<file path="src/rtl/cbf_pkg.sv">
// shared constants and types for the comment blanking filter
`default_nettype none

package cbf_pkg;

  localparam int unsigned BALANCE_BITS_DEF = 16;
  localparam int unsigned CLEAN_BAL_W      = 16;

  localparam logic [7:0] CH_SLASH  = 8'h2F;
  localparam logic [7:0] CH_STAR   = 8'h2A;
  localparam logic [7:0] CH_HASH   = 8'h23;
  localparam logic [7:0] CH_BSLASH = 8'h5C;
  localparam logic [7:0] CH_NL     = 8'h0A;
  localparam logic [7:0] CH_LBRACE = 8'h7B;
  localparam logic [7:0] CH_RBRACE = 8'h7D;
  localparam logic [7:0] CH_SPACE  = 8'h20;
  localparam logic [7:0] CH_NUL    = 8'h00;

  localparam logic [1:0] MODE_NORMAL    = 2'd0;
  localparam logic [1:0] MODE_LINE      = 2'd1;
  localparam logic [1:0] MODE_DIRECTIVE = 2'd2;
  localparam logic [1:0] MODE_BLOCK     = 2'd3;

  typedef struct packed {
    logic [7:0] clean_byte;
    logic       blank_next;
    logic [1:0] mode;
  } scan_res_t;

endpackage

`default_nettype wire

</file>
<file path="src/rtl/cbf_if.sv">
// valid/ready channel interfaces for source bytes and cleaned bytes
`default_nettype none

interface cbf_src_if;
  logic       valid;
  logic       ready;
  logic [7:0] src_byte;
  logic       src_end;

  modport source (output valid, output src_byte, output src_end, input ready);
  modport sink   (input valid, input src_byte, input src_end, output ready);
endinterface

interface cbf_clean_if;
  logic               valid;
  logic               ready;
  logic        [7:0]  clean_byte;
  logic signed [15:0] brace_balance;
  logic               is_last;

  modport source (output valid, output clean_byte, output brace_balance, output is_last,
                  input ready);
  modport sink   (input valid, input clean_byte, input brace_balance, input is_last,
                  output ready);
endinterface

`default_nettype wire

</file>
<file path="src/rtl/cbf_scan.sv">
// byte classifier: blanking decision, mode change and brace count for one byte
`default_nettype none

module cbf_scan import cbf_pkg::*; #(
  parameter int unsigned BalanceBits = BALANCE_BITS_DEF
) (
  input  wire logic [1:0]             mode_i,
  input  wire logic [7:0]             cur_i,
  input  wire logic [7:0]             next_i,
  input  wire logic [BalanceBits-1:0] bal_i,
  output scan_res_t                   res_o,
  output logic      [BalanceBits-1:0] bal_o
);

  localparam logic [BalanceBits-1:0] BalMax = {1'b0, {(BalanceBits-1){1'b1}}};
  localparam logic [BalanceBits-1:0] BalMin = {1'b1, {(BalanceBits-1){1'b0}}};

  always_comb begin
    res_o.clean_byte = cur_i;
    res_o.blank_next = 1'b0;
    res_o.mode       = mode_i;
    unique case (mode_i)
      MODE_NORMAL: begin
        priority if (cur_i == CH_SLASH && next_i == CH_SLASH) begin
          res_o.clean_byte = CH_SPACE;
          res_o.blank_next = 1'b1;
          res_o.mode       = MODE_LINE;
        end else if (cur_i == CH_SLASH && next_i == CH_STAR) begin
          res_o.clean_byte = CH_SPACE;
          res_o.blank_next = 1'b1;
          res_o.mode       = MODE_BLOCK;
        end else if (cur_i == CH_HASH) begin
          res_o.clean_byte = CH_SPACE;
          res_o.mode       = MODE_DIRECTIVE;
        end else begin
          res_o.clean_byte = cur_i;
        end
      end
      MODE_LINE, MODE_DIRECTIVE: begin
        // escaped newline keeps the line going
        priority if (cur_i == CH_BSLASH && next_i == CH_NL) begin
          res_o.clean_byte = CH_SPACE;
          res_o.blank_next = 1'b1;
        end else if (cur_i == CH_NL) begin
          res_o.mode = MODE_NORMAL;
        end else begin
          res_o.clean_byte = CH_SPACE;
        end
      end
      MODE_BLOCK: begin
        res_o.clean_byte = CH_SPACE;
        if (cur_i == CH_STAR && next_i == CH_SLASH) begin
          res_o.blank_next = 1'b1;
          res_o.mode       = MODE_NORMAL;
        end
      end
      default: res_o.mode = MODE_NORMAL;
    endcase
  end

  // saturating brace count on the surviving byte
  always_comb begin
    bal_o = bal_i;
    if (res_o.clean_byte == CH_LBRACE && bal_i != BalMax) begin
      bal_o = bal_i + BalanceBits'(1);
    end else if (res_o.clean_byte == CH_RBRACE && bal_i != BalMin) begin
      bal_o = bal_i - BalanceBits'(1);
    end
  end

endmodule

`default_nettype wire

</file>
<file path="src/rtl/comment_blanking_filter_core.sv">
// Comment blanking filter: takes C source one byte per beat and returns each byte once the
// byte after it has arrived, with comments and preprocessor lines turned into spaces and a
// saturating count of surviving braces alongside. A byte is registered on entry, classified
// against the next byte in one pass of short logic and written to a single result register,
// so it takes one byte per cycle while the output is not stalled; the final byte of a
// buffer (src_end set) yields two result beats through that register and so holds the input
// register for both. A byte's result beat is written to the result register in the step
// that holds its lookahead byte in the input register; the final byte's result comes from
// the tail pass against a zero lookahead. The first byte of a buffer gives no beat of its
// own.
`default_nettype none

module comment_blanking_filter_core import cbf_pkg::*; #(
  parameter int unsigned BalanceBits = BALANCE_BITS_DEF
) (
  input  wire logic   clk_i,
  input  wire logic   rst_ni,
  cbf_src_if.sink     src_i,
  cbf_clean_if.source clean_o
);

  // input register
  logic       in_valid_q;
  logic [7:0] in_byte_q;
  logic       in_end_q;
  // tail pass for the final byte of a buffer
  logic       tail_q;

  // filter state
  logic [1:0]             mode_q;
  logic [7:0]             held_byte_q;
  logic                   held_valid_q;
  logic                   forced_q;
  logic [BalanceBits-1:0] bal_q;

  // result register
  logic                   out_valid_q;
  logic [7:0]             out_byte_q;
  logic [CLEAN_BAL_W-1:0] out_bal_q;
  logic                   out_last_q;

  scan_res_t              scan_res;
  logic [BalanceBits-1:0] bal_next;
  logic [7:0]             cur_byte;
  logic [7:0]             look_byte;
  logic [CLEAN_BAL_W-1:0] bal_wide;

  logic can_emit, need_emit, step_fire, consume, emit;

  assign cur_byte  = forced_q ? CH_SPACE : held_byte_q;
  assign look_byte = tail_q ? CH_NUL : in_byte_q;

  cbf_scan #(
    .BalanceBits(BalanceBits)
  ) u_scan (
    .mode_i(mode_q),
    .cur_i (cur_byte),
    .next_i(look_byte),
    .bal_i (bal_q),
    .res_o (scan_res),
    .bal_o (bal_next)
  );

  generate
    if (BalanceBits >= CLEAN_BAL_W) begin : g_bal_trunc
      assign bal_wide = bal_next[CLEAN_BAL_W-1:0];
    end else begin : g_bal_sext
      assign bal_wide = {{(CLEAN_BAL_W-BalanceBits){bal_next[BalanceBits-1]}}, bal_next};
    end
  endgenerate

  assign can_emit  = !out_valid_q || clean_o.ready;
  assign need_emit = tail_q || held_valid_q;
  assign step_fire = in_valid_q && (!need_emit || can_emit);
  assign emit      = step_fire && need_emit;
  assign consume   = step_fire && (tail_q || !in_end_q);

  assign src_i.ready = !in_valid_q || consume;

  always_ff @(posedge clk_i or negedge rst_ni) begin
    if (!rst_ni) begin
      in_valid_q <= 1'b0;
      in_byte_q  <= CH_NUL;
      in_end_q   <= 1'b0;
    end else if (src_i.ready) begin
      in_valid_q <= src_i.valid;
      in_byte_q  <= src_i.src_byte;
      in_end_q   <= src_i.src_end;
    end
  end

  always_ff @(posedge clk_i or negedge rst_ni) begin
    if (!rst_ni) begin
      tail_q       <= 1'b0;
      mode_q       <= MODE_NORMAL;
      held_byte_q  <= CH_NUL;
      held_valid_q <= 1'b0;
      forced_q     <= 1'b0;
      bal_q        <= '0;
    end else if (step_fire) begin
      if (tail_q) begin
        // final byte handled against a zero lookahead, then back to reset state
        tail_q       <= 1'b0;
        mode_q       <= MODE_NORMAL;
        held_byte_q  <= CH_NUL;
        held_valid_q <= 1'b0;
        forced_q     <= 1'b0;
        bal_q        <= '0;
      end else begin
        tail_q       <= in_end_q;
        held_byte_q  <= in_byte_q;
        held_valid_q <= 1'b1;
        if (held_valid_q) begin
          mode_q   <= scan_res.mode;
          bal_q    <= bal_next;
          forced_q <= scan_res.blank_next;
        end else begin
          forced_q <= 1'b0;
        end
      end
    end
  end

  always_ff @(posedge clk_i or negedge rst_ni) begin
    if (!rst_ni) begin
      out_valid_q <= 1'b0;
    end else if (emit) begin
      out_valid_q <= 1'b1;
    end else if (clean_o.ready) begin
      out_valid_q <= 1'b0;
    end
  end

  always_ff @(posedge clk_i) begin
    if (emit) begin
      out_byte_q <= scan_res.clean_byte;
      out_bal_q  <= bal_wide;
      out_last_q <= tail_q;
    end
  end

  assign clean_o.valid         = out_valid_q;
  assign clean_o.clean_byte    = out_byte_q;
  assign clean_o.brace_balance = out_bal_q;
  assign clean_o.is_last       = out_last_q;

endmodule

`default_nettype wire

</file>
<file path="src/flat_wrapper.sv">
// flat-port wrapper written by rule: the top's interface ports become plain ports
module comment_blanking_filter_core_flat import cbf_pkg::*;
#(
  parameter int unsigned BalanceBits = BALANCE_BITS_DEF
)
  (clk_i, rst_ni, src_i_valid, src_i_src_byte, src_i_src_end, src_i_ready, clean_o_valid, clean_o_clean_byte, clean_o_brace_balance, clean_o_is_last, clean_o_ready);
  cbf_src_if src_i_i ();
  cbf_clean_if clean_o_i ();
  input  wire logic clk_i;
  input  wire logic rst_ni;
  input wire logic [$bits(src_i_i.valid)-1:0] src_i_valid;
  input wire logic [$bits(src_i_i.src_byte)-1:0] src_i_src_byte;
  input wire logic [$bits(src_i_i.src_end)-1:0] src_i_src_end;
  output wire logic [$bits(src_i_i.ready)-1:0] src_i_ready;
  output wire logic [$bits(clean_o_i.valid)-1:0] clean_o_valid;
  output wire logic [$bits(clean_o_i.clean_byte)-1:0] clean_o_clean_byte;
  output wire logic [$bits(clean_o_i.brace_balance)-1:0] clean_o_brace_balance;
  output wire logic [$bits(clean_o_i.is_last)-1:0] clean_o_is_last;
  input wire logic [$bits(clean_o_i.ready)-1:0] clean_o_ready;
  assign src_i_i.valid = src_i_valid;
  assign src_i_i.src_byte = src_i_src_byte;
  assign src_i_i.src_end = src_i_src_end;
  assign src_i_ready = src_i_i.ready;
  assign clean_o_valid = clean_o_i.valid;
  assign clean_o_clean_byte = clean_o_i.clean_byte;
  assign clean_o_brace_balance = clean_o_i.brace_balance;
  assign clean_o_is_last = clean_o_i.is_last;
  assign clean_o_i.ready = clean_o_ready;
  comment_blanking_filter_core #(.BalanceBits(BalanceBits)) u_core (.clk_i(clk_i), .rst_ni(rst_ni), .src_i(src_i_i), .clean_o(clean_o_i));
endmodule
</file>
<file path="config.mk">
export PLATFORM = sky130hd
export DESIGN_NAME = comment_blanking_filter_core_flat
export DESIGN_NICKNAME = d
export VERILOG_FILES = /design/src/rtl/cbf_pkg.sv /design/src/rtl/cbf_if.sv /design/src/rtl/cbf_scan.sv /design/src/rtl/comment_blanking_filter_core.sv /design/src/flat_wrapper.sv
export SDC_FILE = /design/constraint.sdc
export NUM_CORES = 1
export LEC_CHECK = 0
export ABC_AREA = 1
export BUFFER_PORTS_ARGS = -buffer_cell sky130_fd_sc_hd__buf_2
export CORE_MARGIN = 2
export CORE_UTILIZATION = 62
export CTS_BUF_LIST = sky130_fd_sc_hd__clkbuf_4 sky130_fd_sc_hd__clkbuf_8
export DETAILED_ROUTE_END_ITERATION = 12
export HOLD_SLACK_MARGIN = 0.05
export PLACE_DENSITY = 0.94
export RECOVER_POWER = 25
export SYNTH_ARGS = -nofsm -noshare
export SYNTH_HDL_FRONTEND = slang
export SYNTH_SLANG_ARGS = --single-unit
</file>
<file path="constraint.sdc">
create_clock -name clk_i -period 4.24 [get_ports clk_i]
set_input_delay 0.636 -clock clk_i [delete_from_list [all_inputs] [get_ports clk_i]]
set_output_delay 0.636 -clock clk_i [all_outputs]
set_load 0.005 [all_outputs]
</file>
# == Word-level counts from Yosys, hierarchy flattened ==
# Cells that the tools add are included.
# totals
inputBits,13
elab_cells,85
out_inout_bits,27
ff_bits,65
# op_classes
reduce_logical,24
muxes,27
eq_ne,19
add_sub_neg,2
# op_table
operator,n
$mux W16,4
$mux W8,6
$eq A8 B6 Y1 const B,5
$pmux W11 S3,1
$eq A8 B7 Y1 const B,3
$add A16 B1 Y16 const B,1
$eq A8 B4 Y1 const B,2
$ne A16 B15 Y1 const B,1
$ne A16 B16 Y1 const B,1
$sub A16 B1 Y16 const B,1
$mux W2,6
$mux W11,1
$logic_and A1 B1 Y1,9
$ne A3 B2 Y1 const B,3
$mux W1,8
$reduce_and A6 Y1,1
$logic_or A1 B1 Y1,5
$ne A5 B4 Y1 const B,1
$eq A2 B2 Y1 const B,2
$logic_not A1 Y1,4
$reduce_bool A2 Y1,2
$mux W3,1
$eq A2 B1 Y1 const B,1
$logic_not A2 Y1,1
other kinds (2),2

# == Longest topological paths before layout ==
# Gate-level depths: netlist (run 1).
# logic_depth
depth_word,12
mapped_depth,16
depth_no_buf,15

# == Cells and area by module ==
# Synthesis (run 1) repeated with hierarchy kept, for this count alone.
# hier_totals
cells_unflattened,564
hier_area_um2,4226.6
# by_module_without_submodules
mod,area_per_inst_um2,instances,seq_area_each_um2,cells_each
comment_blanking_filter_core,2541.2,1,1751.7,234
cbf_scan,1685.4,1,0.0,330

# == Least setup slack after synthesis (run 1) ==
# OpenSTA, ideal clock, no wires.
# synth_timing
kind,input -> output
from,input clean_o_ready
to,output src_i_ready
t_arrival_ns,1.555
cell_stages,8
path_slack_ns,2.049
n_path_buf,1
required_time_ns,3.604
path_cell_list,inv_1 > nand2_1 > o21a_1 > inv_1 > a21oi_1 > inv_1 > nand2_1 > buf_2
# synth_between
elab_chain_cells,5
# synth_lines
item,line,source
start: declaration,flat_wrapper.sv:19,input wire logic [$bits(clean_o_i.ready)-1:0] clean_o_ready;
$logic_or A1 B1 Y1,comment_blanking_filter_core.sv:72,assign can_emit = !out_valid_q || clean_o.ready;
$logic_or A1 B1 Y1,comment_blanking_filter_core.sv:74,assign step_fire = in_valid_q && (!need_emit || can_emit);
$logic_and A1 B1 Y1,comment_blanking_filter_core.sv:74,
$logic_and A1 B1 Y1,comment_blanking_filter_core.sv:76,assign consume = step_fire && (tail_q || !in_end_q);
$logic_or A1 B1 Y1,comment_blanking_filter_core.sv:78,assign src_i.ready = !in_valid_q || consume;
end: declaration,flat_wrapper.sv:14,output wire logic [$bits(src_i_i.ready)-1:0] src_i_ready;
# No other way between the ends.

# == Worst setup path after layout (run 1) ==
# layout_timing
from,register u_core.tail_q
to,output src_i_ready
# layout_between
elab_chain_cells,6
elab_cells_between_ends,7
cone_classes,7 x reduce/logical
# layout_lines
item,line,source
start: declaration,comment_blanking_filter_core.sv:27,logic tail_q;
start signal: assignment,comment_blanking_filter_core.sv:110,tail_q <= in_end_q;
$logic_or A1 B1 Y1,comment_blanking_filter_core.sv:73,assign need_emit = tail_q || held_valid_q;
$logic_not A1 Y1,comment_blanking_filter_core.sv:74,
$logic_or A1 B1 Y1,comment_blanking_filter_core.sv:74,
$logic_and A1 B1 Y1,comment_blanking_filter_core.sv:74,
$logic_and A1 B1 Y1 (*),comment_blanking_filter_core.sv:76,
$logic_or A1 B1 Y1 (*),comment_blanking_filter_core.sv:78,
# Mark *: on every way between the ends. The rest lies on a longest branch, timed or not.

==> results of run 1 <==
-- worst max-delay path, stage by stage (launching register included) --
cell,delay [ps]
dfrtp_1,450
nor2_1,170
o21a_1,310
inv_1,230
a21oi_1,210
inv_1,60
nand2_1,350
buf_2,200
-- flip-flops by register name, summed over array words and instances (netlist names) --
register and cells:
u_core.bal_q 16, u_core.clean_o.brace_balance 16, u_core.clean_o.clean_byte 8, u_core.held_byte_q 8, u_core.in_byte_q 8, u_core.mode_q 2, u_core.clean_o.is_last 1, u_core.clean_o.valid 1
u_core.forced_q 1, u_core.held_valid_q 1, u_core.in_end_q 1, u_core.in_valid_q 1, u_core.tail_q 1
-- kinds of logic after synthesis --
kind of cell / count (synthesis) / synth area share
AND/OR/NAND/NOR: 315 / 0.3772
buffers and inverters: 75 / 0.08349
flip-flops: 65 / 0.4479
AO/OA/AOI/OAI: 32 / 0.04511
XOR/XNOR: 7 / 0.01568
adder cells (fa/ha/maj): 6 / 0.01919
multiplexers: 4 / 0.01152
-- synth_stat cells (2+ instances only) --
cell      instances  share of area
nand2_1         151           0.14
inv_1            56          0.054
nor2_1           48          0.046
nand3_1          46          0.059
dfrtp_1          40           0.26
edfxtp_1         25           0.19
nand4_1          22          0.035
o21ai_0          18          0.023
nor3_1           10          0.013
and2_1            8          0.013
nand2_2           7          0.011
a21oi_1           6         0.0077
buf_2             6         0.0077
ha_1              6          0.019
xor2_1            6          0.013
nand3b_1          5         0.0096
nor2_4            5          0.014
buf_6             4          0.012
inv_2             4         0.0038
mux2_2            4          0.012
nand3_2           4          0.010
buf_4             2         0.0038
clkbuf_1          2         0.0019
nor2_2            2         0.0032
o22ai_1           2         0.0032
-- final timing paths --
path                                             from                                to  slack (ps)
worst max-delay path                    u_core.tail_q                       src_i_ready        1260
worst min-delay path                      src_i_valid                 u_core.in_valid_q         470
worst max register to register       u_core.mode_q[0]  u_core.clean_o.brace_balance[14]        1390
worst min register to register  u_core.held_byte_q[6]             u_core.held_byte_q[6]         530
max in group asynchronous                      rst_ni                  u_core.bal_q[14]        2110
min in group asynchronous                      rst_ni               u_core.in_byte_q[6]         900
-- layer usage --
metal	global-route usage	vias to the layer above	part of all wire
met3	0.06461	45	0.10
li1	-	1702	-
met4	0.1144	0	0.031
met2	0.4457	238	0.47
met1	0.3642	1671	0.40
met5	0	-	0
-- where the power goes --
group | total (mW) | internal [mW] | switching, mW
registers | 1.05 | 0.924 | 0.123
logic | 0.878 | 0.267 | 0.612
clock network | 0.597 | 0.337 | 0.260
-- final cells by class --
| class | instances | area (µm²) | share of cell area |
|---|---|---|---|
| multi-input combinational | 364 | 1833 | 0.4240 |
| sequential | 65 | 1752 | 0.4052 |
| inverter | 60 | 225.2 | 0.05210 |
| timing repair buffer | 39 | 193.9 | 0.04486 |
| clock buffer | 9 | 123.9 | 0.02865 |
| clock inverter | 7 | 101.3 | 0.02344 |
| tap | 75 | 93.84 | 0.02171 |
-- stage by stage --
step,worst slack [ps],instance area [µm²],cells,util
after floorplan,2049,3911,504,-
after global placement,1471,4099,603,0.6802
after detailed placement,1380,4099,603,0.6802
after CTS,1276,4324,619,0.7176
after global routing,1046,4323,619,0.7174
final,1263,4323,619,0.7174
==> flow_summary.yaml, run 1 <==
outcome:
  status: "finished with violations"
  violations: "max-capacitance violations, max-slew violations"
timing:
  fin_crit_ps: 2977
  worst_slew_pin_slew_ps: 2140
  clock_skew_ps: 9.086
  layout_worst_path_cycle_share: 0.7020
  max-slew-margin-rel: -0.4263
  setup_viol: 0
  rsz0062_at_grt: "no"
  finalMaxSlewViolations: 41
  setup_tns_ps: 0
  whs_ps: 466.9
  hold_violations: 0
  max_freq_mhz: 336.0
cells_and_area:
  antenna_cells: 0
  nFillCells: 440
  final_cell_mix: "nand2_1, inv_1, nor2_1, nand3_1, dfrtp_1"
  drive_gt1_frac: 0.1581
  synthToLayoutAreaGrowth_pct: 10.52
  layout_commonest_cell: "nand2_1"
  nNetsFinal: 558
drt:
  viasPerCell: 5.906
  drtIter0Drc: 604
  dr.pass1.iters: 9
  drc: 0
  wl_um: 9139
  detail-route-antenna-nets: 0
  routed-via-count: 3656
  wl_per_cell_um: 14.76
clock_network:
  htree_levels: 3
  post_cts_buffers: 0
  cts_resized: 0
  cts_tree: "yes"
  clk_pin_slew_ps: 70
  clk_latency_ps: 350
  cts_buffer_depth: 2
  cts_buffers: 9
  cts.sinks: 65
  cts_hold_buf: 0
  root_buffer: "clkbuf_8"
grt:
  antenna_found_initial: 0
  grt_max_degree: 41
  grt_pass1_wl_um: 15630
  grt_use_total: 0.2774
  overflow: 0
  grt_pass1_vias: 3444
floorplan:
  start_util: 0.6491
  die_area_um2: 6960
  rows: 28
  io_pins: 40
  die_w_um: 83.43
  fp.dieH_um: 83.43
  fp.coreArea_um2: 6026
power_and_ir_drop:
  power.total_mw: 2.523
  ir_worst_vdd_mv: 0.6193
  power_leakage_nw: 2.144
  powerDensity_nw_per_um2: 583.6
yosys:
  ys_ff_latch: 65
  avgSynthCellArea_um2: 7.760
  synth_seq_area_share: 0.4479
  synthFlopType: "dfrtp_1"
  synth_edf_count: 25
  synth_area_um2: 3911
  synth_nets: 523
  ys_types: 40
  yosysWarnings: 0
  synth_cells: 504
  synthArstFlopShare: 0.6154
place:
  dpl.hpwl_um: 6282
  gp_congestion: 1.099
  io_buffers: 39
worst_setup_path:
  worstPathRequired_ps: 3600
  worst_r2r_path_depth: 11
  start_kind: "flop"
  endpoint_kind: "output pin"
  cp_max_fo: 16
  critPathKind: "flop to output pin"
  crit_arrival_ps: 2340
hold_path:
  hold_depth: 3
  holdCritPathClass: "input port to flop"
run:
  drv_cap: 1
Note: power is estimated with default switching activity, not from simulation.
==> inputs of run 2 (changes only) <==
--- a/config.mk
+++ b/config.mk
@@ -8,11 +8,11 @@
 export ABC_AREA = 1
 export BUFFER_PORTS_ARGS = -buffer_cell sky130_fd_sc_hd__buf_2
 export CORE_MARGIN = 2
-export CORE_UTILIZATION = 62
+export CORE_UTILIZATION = 55
 export CTS_BUF_LIST = sky130_fd_sc_hd__clkbuf_4 sky130_fd_sc_hd__clkbuf_8
 export DETAILED_ROUTE_END_ITERATION = 12
 export HOLD_SLACK_MARGIN = 0.05
-export PLACE_DENSITY = 0.94
+export PLACE_DENSITY = 0.89
 export RECOVER_POWER = 25
 export SYNTH_ARGS = -nofsm -noshare
 export SYNTH_HDL_FRONTEND = slang
==> constraint.sdc (replaced) <==
create_clock -name clk_i -period 2.7 [get_ports clk_i]
set_input_delay 0.405 -clock clk_i [delete_from_list [all_inputs] [get_ports clk_i]]
set_output_delay 0.405 -clock clk_i [all_outputs]
set_load 0.005 [all_outputs]
==> flow_summary.yaml, run 2 (synthesis gave the netlist of run 1 again) <==
outcome:
  status: "finished with violations"
  violations: "max-capacitance violations, max-slew violations"
grt:
  grt_pass1_vias: 3200
  grt_use_total: 0.2431
  overflow: 0
  grt_max_degree: 41
  antenna_found_initial: 0
  grt_pass1_wl_um: 14520
timing:
  clock_skew_ps: 11.10
  setup_viol: 0
  setup_tns_ps: 0
  layout_worst_path_cycle_share: 0.8986
  whs_ps: 243.4
  worst_slew_pin_slew_ps: 2199
  rsz0062_at_grt: "no"
  fin_crit_ps: 2426
  finalMaxSlewViolations: 41
  max_freq_mhz: 412.2
  hold_violations: 0
  max-slew-margin-rel: -0.4658
worst_setup_path:
  rr_endpoint: "u_core.clean_o.brace_balance[7]"
  path_buf_inv: 3
  crit_family: "compound AO/OA/AOI/OAI gates"
  worst_r2r_path_depth: 12
  critPathKind: "flop to output pin"
  crit_arrival_ps: 2020
  start_kind: "flop"
  critPathMaxStageDelay_ps: 450
  crit_chain: "nor2_1 -> o21a_2 -> inv_1 -> a21oi_1 -> inv_1 -> nand2_2 -> buf_2"
  critPathSlowestCell: "dfrtp_1"
  worstPathRequired_ps: 2300
  endpoint_kind: "output pin"
  cp_max_fo: 12
  crit_top_cell: "inv_1"
  rr_startpoint: "u_core.mode_q[0]"
  ff2ff_setup_slack_ps: 270
hold_path:
  hold_path_end: "u_core.in_valid_q"
  hp-start: "src_i_valid"
  holdCritPathClass: "input port to flop"
  hold_depth: 3
power_and_ir_drop:
  switching_share: 0.3995
  p_sw_mw: 1.527
  p_comb_frac: 0.378
  p_int_mw: 2.295
  powerDensity_nw_per_um2: 878.6
  ir_worst_vdd_mv: 0.6980
  seqPwrFrac: 0.424
  pwr-share-clk: 0.198
  power_leakage_nw: 2.150
floorplan:
  start_util: 0.5725
  io_pins: 40
  fp.dieH_um: 88.33
  die_area_um2: 7802
  fp.coreArea_um2: 6832
  die_w_um: 88.33
  rows: 30
drt:
  viasPerCell: 5.486
  wl_um: 8933
  drc: 0
  routed-via-count: 3533
  dr.pass1.iters: 5
  drtIter0Drc: 419
  detail-route-antenna-nets: 0
  wl_per_cell_um: 13.87
cells_and_area:
  synthToLayoutAreaGrowth_pct: 11.23
  layout_commonest_cell: "nand2_1"
  nNetsFinal: 562
  final_core_util: 0.6368
  final_cell_mix: "nand2_1, inv_1, nor2_1, nand3_1, dfrtp_1"
  stdcell_area_um2: 4350
  antenna_cells: 0
  drive_gt1_frac: 0.1697
  final-instance-count-excl-fill: 644
  nFillCells: 590
clock_network:
  cts_buffers: 9
  root_buffer: "clkbuf_8"
  clk_latency_ps: 350
  clk_pin_slew_ps: 70
  cts_tree: "yes"
  cts.sinks: 65
  cts_buffer_depth: 2
  post_cts_buffers: 0
  cts_hold_buf: 0
  htree_levels: 3
  cts_resized: 0
place:
  io_buffers: 39
  dpl.hpwl_um: 6513
  place_inst: 628
  place_area_um2: 4168
  gp_congestion: 0.9393
run:
  drv_cap: 1
## run 2: worst max-delay path by stage
stage,from,to,slack (ps),depth (start not counted)
2_1_floorplan,u_core.mode_q[0],u_core.clean_o.brace_balance[10],580,14
3_3_place_gp,u_core.mode_q[0],u_core.clean_o.brace_balance[4],290,12
3_5_place_dp,u_core.mode_q[0],u_core.clean_o.brace_balance[7],210,12
4_1_cts,u_core.tail_q,src_i_ready,50,7
5_1_grt,u_core.tail_q,src_i_ready,10,7
6_report,u_core.tail_q,src_i_ready,270,7
## run 2: per-layer routing
layer	routed length (µm)	vias to the layer above	global-route usage
met2	3977	143	0.3712
met5	0	-	0
met4	189	0	0.09780
li1	-	1723	-
met1	4176	1649	0.3398
met3	590	18	0.05224
## run 2: cell type report
cell class	instances	area, µm²	area share
Inverter	60	225.2	0.05177
Clock buffer	10	137.6	0.03164
Tap cell	96	120.1	0.02761
Multi-Input combinational cell	364	1839	0.4228
Timing Repair Buffer	43	236.5	0.05436
Sequential cell	65	1752	0.4026
Clock inverter	6	40.04	0.009203
## run 2: worst min-delay path: stages
cell and delay [ps]:
buf_2 80, inv_1 30, nand2_1 50
## run 2: through the flow
step	total power [mW]	worst slack, ps
detailed placement	3.065	212.9
floorplan	2.565	580.1
global placement	3.014	288.4
CTS	3.827	54.36
finish	3.822	273.7
global route	4.079	11.82
## run 2: power groups by stage
stage / Combinational [mW] / Clock [mW] / Sequential (mW)
5_1_grt: 1.60 / 0.815 / 1.66
2_1_floorplan: 0.924 / 0 / 1.64
6_report: 1.44 / 0.756 / 1.62
3_5_place_dp: 1.43 / 0 / 1.64
4_1_cts: 1.43 / 0.772 / 1.62
3_3_place_gp: 1.39 / 0 / 1.63
